===== src/sma_pkg.sv =====
package sma_pkg;

  // Pool geometry
  localparam int SEG_BYTES = 8;
  localparam int SEG_COUNT = 2048;
  localparam int IDX_W     = $clog2(SEG_COUNT);
  localparam int CNT_W     = IDX_W + 1;

  // Field widths
  localparam int REQ_W = 15;
  localparam int OFS_W = 14;

  typedef logic [1:0] mark_t;

  // Segment marks
  localparam mark_t MARK_FREE = 2'd0;
  localparam mark_t MARK_HEAD = 2'd1;
  localparam mark_t MARK_CONT = 2'd2;

  // Request kinds
  localparam logic KIND_ALLOC = 1'b0;
  localparam logic KIND_FREE  = 1'b1;

  // Response status
  localparam logic STAT_OK   = 1'b0;
  localparam logic STAT_FAIL = 1'b1;

  // Datapath operations
  typedef enum logic [2:0] {
    OP_NONE,
    OP_CLR,
    OP_LOAD,
    OP_SCAN,
    OP_MARK,
    OP_REL_HEAD,
    OP_WALK
  } dp_op_e;

  // Response to publish
  typedef enum logic [1:0] {
    RES_NONE,
    RES_FAIL,
    RES_GRANT,
    RES_FREED
  } res_e;

  typedef struct packed {
    dp_op_e op;
    res_e   res;
  } sma_cmd_t;

  typedef struct packed {
    logic is_free;
    logic rel_bad;
    logic need_bad;
    logic found;
    logic scan_end;
    logic mark_last;
    logic head;
    logic walk_end;
    logic clr_last;
  } sma_sts_t;

endpackage


===== src/sma_ctrl.sv =====
module sma_ctrl (
  input  logic              clk_i,
  input  logic              rst_ni,
  input  logic              req_valid_i,
  output logic              req_ready_o,
  input  logic              rsp_ready_i,
  output logic              rsp_valid_o,
  input  sma_pkg::sma_sts_t sts_i,
  output sma_pkg::sma_cmd_t cmd_o
);
  import sma_pkg::*;

  typedef enum logic [2:0] {
    ST_CLEAR,
    ST_IDLE,
    ST_PREP,
    ST_SCAN,
    ST_MARK,
    ST_HCHK,
    ST_WALK,
    ST_DONE
  } state_e;

  state_e state_q;
  res_e   res_q;
  logic   out_valid_q;
  logic   out_free;

  assign out_free    = !out_valid_q || rsp_ready_i;
  assign req_ready_o = (state_q == ST_IDLE);
  assign rsp_valid_o = out_valid_q;

  // Command decode
  always_comb begin
    cmd_o.op  = OP_NONE;
    cmd_o.res = RES_NONE;
    unique case (state_q)
      ST_CLEAR: cmd_o.op = OP_CLR;
      ST_IDLE:  if (req_valid_i) cmd_o.op = OP_LOAD;
      ST_PREP:  cmd_o.op = OP_NONE;
      ST_SCAN:  cmd_o.op = OP_SCAN;
      ST_MARK:  cmd_o.op = OP_MARK;
      ST_HCHK:  if (sts_i.head) cmd_o.op = OP_REL_HEAD;
      ST_WALK:  cmd_o.op = OP_WALK;
      ST_DONE:  if (out_free) cmd_o.res = res_q;
      default:  cmd_o.op = OP_NONE;
    endcase
  end

  // State and registered outputs
  always_ff @(posedge clk_i or negedge rst_ni) begin
    if (!rst_ni) begin
      state_q     <= ST_CLEAR;
      res_q       <= RES_NONE;
      out_valid_q <= 1'b0;
    end else begin
      if (state_q == ST_DONE && out_free) begin
        out_valid_q <= 1'b1;
      end else if (rsp_ready_i) begin
        out_valid_q <= 1'b0;
      end
      unique case (state_q)
        ST_CLEAR: begin
          if (sts_i.clr_last) state_q <= ST_IDLE;
        end
        ST_IDLE: begin
          if (req_valid_i) state_q <= ST_PREP;
        end
        ST_PREP: begin
          if (sts_i.is_free) begin
            if (sts_i.rel_bad) begin
              res_q   <= RES_FAIL;
              state_q <= ST_DONE;
            end else begin
              state_q <= ST_HCHK;
            end
          end else if (sts_i.need_bad) begin
            res_q   <= RES_FAIL;
            state_q <= ST_DONE;
          end else begin
            state_q <= ST_SCAN;
          end
        end
        ST_SCAN: begin
          if (sts_i.found) begin
            state_q <= ST_MARK;
          end else if (sts_i.scan_end) begin
            res_q   <= RES_FAIL;
            state_q <= ST_DONE;
          end
        end
        ST_MARK: begin
          if (sts_i.mark_last) begin
            res_q   <= RES_GRANT;
            state_q <= ST_DONE;
          end
        end
        ST_HCHK: begin
          if (sts_i.head) begin
            state_q <= ST_WALK;
          end else begin
            res_q   <= RES_FAIL;
            state_q <= ST_DONE;
          end
        end
        ST_WALK: begin
          if (sts_i.walk_end) begin
            res_q   <= RES_FREED;
            state_q <= ST_DONE;
          end
        end
        ST_DONE: begin
          if (out_free) state_q <= ST_IDLE;
        end
        default: state_q <= ST_IDLE;
      endcase
    end
  end

endmodule


===== config.mk =====
export PLATFORM = sky130hd
export DESIGN_NAME = sma_ctrl
export DESIGN_NICKNAME = d
export VERILOG_FILES = /design/src/sma_pkg.sv /design/src/sma_ctrl.sv
export SDC_FILE = /design/constraint.sdc
export NUM_CORES = 1
export LEC_CHECK = 0
export ABC_AREA = 1
export BUFFER_PORTS_ARGS = -buffer_cell sky130_fd_sc_hd__clkbuf_2
export CAP_MARGIN = 20
export CELL_PAD_IN_SITES_DETAIL_PLACEMENT = 1
export CELL_PAD_IN_SITES_GLOBAL_PLACEMENT = 2
export CORE_MARGIN = 2
export CORE_UTILIZATION = 25
export DETAILED_ROUTE_END_ITERATION = 10
export PLACE_DENSITY = 0.9
export SLEW_MARGIN = 20
export SYNTH_ARGS = -nofsm -noshare
export SYNTH_HDL_FRONTEND = slang
export SYNTH_SLANG_ARGS = --single-unit
export TNS_END_PERCENT = 30

===== constraint.sdc =====
create_clock -name clk_i -period 2.3 [get_ports clk_i]
set_input_delay 0.23 -clock clk_i [delete_from_list [all_inputs] [get_ports clk_i]]
set_output_delay 0.23 -clock clk_i [all_outputs]
set_load 0.1 [all_outputs]

==> key figures <==
Placement
  • Hpwl dp: 1.28 mm
  • Placed Area: 674 µm²
  • Port Buffer Count: 19
  • RePlAce Congestion: 0.796
  • Placed Cells: 135

Global route
  • GRT Overall Usage: 0.128
  • First-pass GRT wire length: 2.48 mm
  • Pin count of the biggest net entering global routing: 10
  • GRT overflow: 0
  • Vias in the first global route: 588
  • Antenna violations before repair: 0

Cells and area
  • Layout cells sized above 1: 0.342
  • Final Non-Filler Cells: 139
  • Commonest non-fill, non-tap cell in the layout: nand2_1
  • Highest-count cells in the layout ignoring fill and taps: nand2_1, clkbuf_2, inv_1, nor2_1, nand3_1
  • Fillcell total: 302
  • Sequential cell area: 150 µm²
  • Layout overhead on the synthesized area: 27.3%
  • Post-route design area: 707 µm²
  • Total Nets Final: 126
  • Ant diodes: 0
  • Multi-input logic area: 339 µm²

Route
  • Detailed-route via count: 630
  • Antenna-violating nets left: 0
  • # DRC: 0
  • First-pass detailed-route iteration total: 4
  • DR vias/cell: 4.53
  • DR iter-0 viols: 5
  • Routed WL: 1.47 mm
  • Routed WL per cell: 10.6 µm

Outcome
  • Run status: finished, final reports clean

Critical path
  • Kind of critical path: reg -> out
  • Data arrival, critical path: 1.84 ns
  • Worst path max stage delay: 0.52 ns
  • Worst path slowest cell: dfrtp_1
  • CP Cell Sequence: inv_2, nor2_4, inv_1, o211ai_1, clkbuf_2
  • Crit Path Max Fanout: 7
  • Worst EP required: 2.07 ns
  • Nature of the critical path endpoint: output pin
  • Worst Setup Start Kind: flip-flop

Die
  • Initial Util: 0.259
  • I/O pin count: 20
  • Core Box Area: 0.00215 mm²
  • Die ar.: 0.00262 mm²
  • Die width: 51.1 µm
  • Std cell rows: 17
  • Die Ht: 51.1 µm

Clock network
  • CTS max path bufs: 2
  • Htree depth: 1
  • Post-CTS sizing: 0
  • TritonCTS sink count: 6
  • Clock transition at the registers of the reported paths: 0.05 ns
  • Cts bufs inserted: 3
  • CTS tree: yes
  • Clock Latency Late Sink: 0.25 ns
  • Root buffer cell: clkbuf_4
  • Post-CTS setup buffers: 0

Yosys
  • Synth top area share: 0.270
  • FF+latch count, synth: 6
  • Mean Syn Cell Area: 6.17 µm²
  • Yosys warns: 0
  • Unique masters post-synth: 19
  • Area leader, netlist: dfrtp_1
  • Mapped Cells: 90
  • Mapped Nets: 103
  • Synth Cell Area: 556 µm²
  • Synth top area cells: dfrtp_1, nand2_1, nand3_1
  • Sequential cell area fraction in the yosys report: 0.270

Timing
  • Post-layout min period: 2.07 ns
  • Worst slew margin: 0.641
  • Endpoints failing setup: 0
  • Final cycle utilization of the critical path: 0.901
  • Final hold vios: 0
  • Slew Limit Fails: 0
  • Fmax: 483 MHz
  • Setup Skew: 0.00399 ns
  • Setup_tns: 0 ns
  • Worst-margin pin slew: 0.541 ns
  • RSZ-0062 raised after global routing: false

Worst hold path
  • Worst min path class: in -> reg

Job
  • # Max-Cap Violations: 0
cells in the mapped netlist (all sizes together):
master  instances
a21oi           1
buf             2
dfrtp           6
inv            14
nand2          31
nand3          12
nand4           2
nor2           17
nor3            1
o211ai          2
o21ai           2
final timing paths:
kind                        startpoint           to  slack [ns]  depth (start not counted)
min in group asynchronous       rst_ni     res_q[1]        0.35                          2
min reg2reg                   res_q[1]     res_q[1]        0.49                          2
max                         state_q[2]     cmd_o[3]        0.23                          5
min                        rsp_ready_i  rsp_valid_o        0.25                          4
max reg2reg                 state_q[2]     res_q[0]        0.86                          8
max in group asynchronous       rst_ni   state_q[0]        1.79                          2
timing repair:
| action | in CTS | in global routing |
|---|---|---|
| hold buffers | 1 | 0 |
| endpoints found under the hold margin | 6 | 0 |
| setup endpoints to repair | 0 | 0 |
final cells by class:
type | count | area share
sequential | 6 | 0.212
inverter | 14 | 0.0779
multi-input combinational | 68 | 0.480
tap | 28 | 0.0496
timing repair buffer | 20 | 0.149
clock buffer | 3 | 0.0319
worst max-delay path: cells and delay by family, from the launching register on:
family / cells / cell delay, ns
buffers and inverters: 3 / 0.74
DFF: 1 / 0.52
and+or+nand+nor: 1 / 0.17
AOI/OAI and AO/OA: 1 / 0.17
sequential cells by signal (all words and copies together), names as in the netlist:
register and cells:
res_q 2, state_q 3, rsp_valid_o 1
stage by stage:
step	util	hold WS [ns]	worst slack [ns]
after global routing	0.329	0.258	0.126
final	0.329	0.251	0.228
after CTS	0.329	0.251	0.212
after global placement	0.314	0.0652	0.509
after detailed placement	0.314	0.0712	0.504
after floorplan	-	-0.0656	-0.229
cell families after synthesis:
| family | count (synthesis) | synth area share |
|---|---|---|
| buffers and inverters | 16 | 0.133 |
| AO/OA/AOI/OAI | 5 | 0.0608 |
| AND/OR/NAND/NOR | 63 | 0.536 |
| flip-flops | 6 | 0.270 |
routing by layer:
layer  GRT usage  up-vias  routed length (µm)
met5           0        -                   0
li1            -      323                   -
met2       0.227       17                 757
met1       0.146      290                 634
met4      0.0270        0                   0
met3      0.0468        0                  81
Power is left out: the tool's default activity adds up to more than one toggle a clock period on the data nets, which glitch-free logic cannot reach.
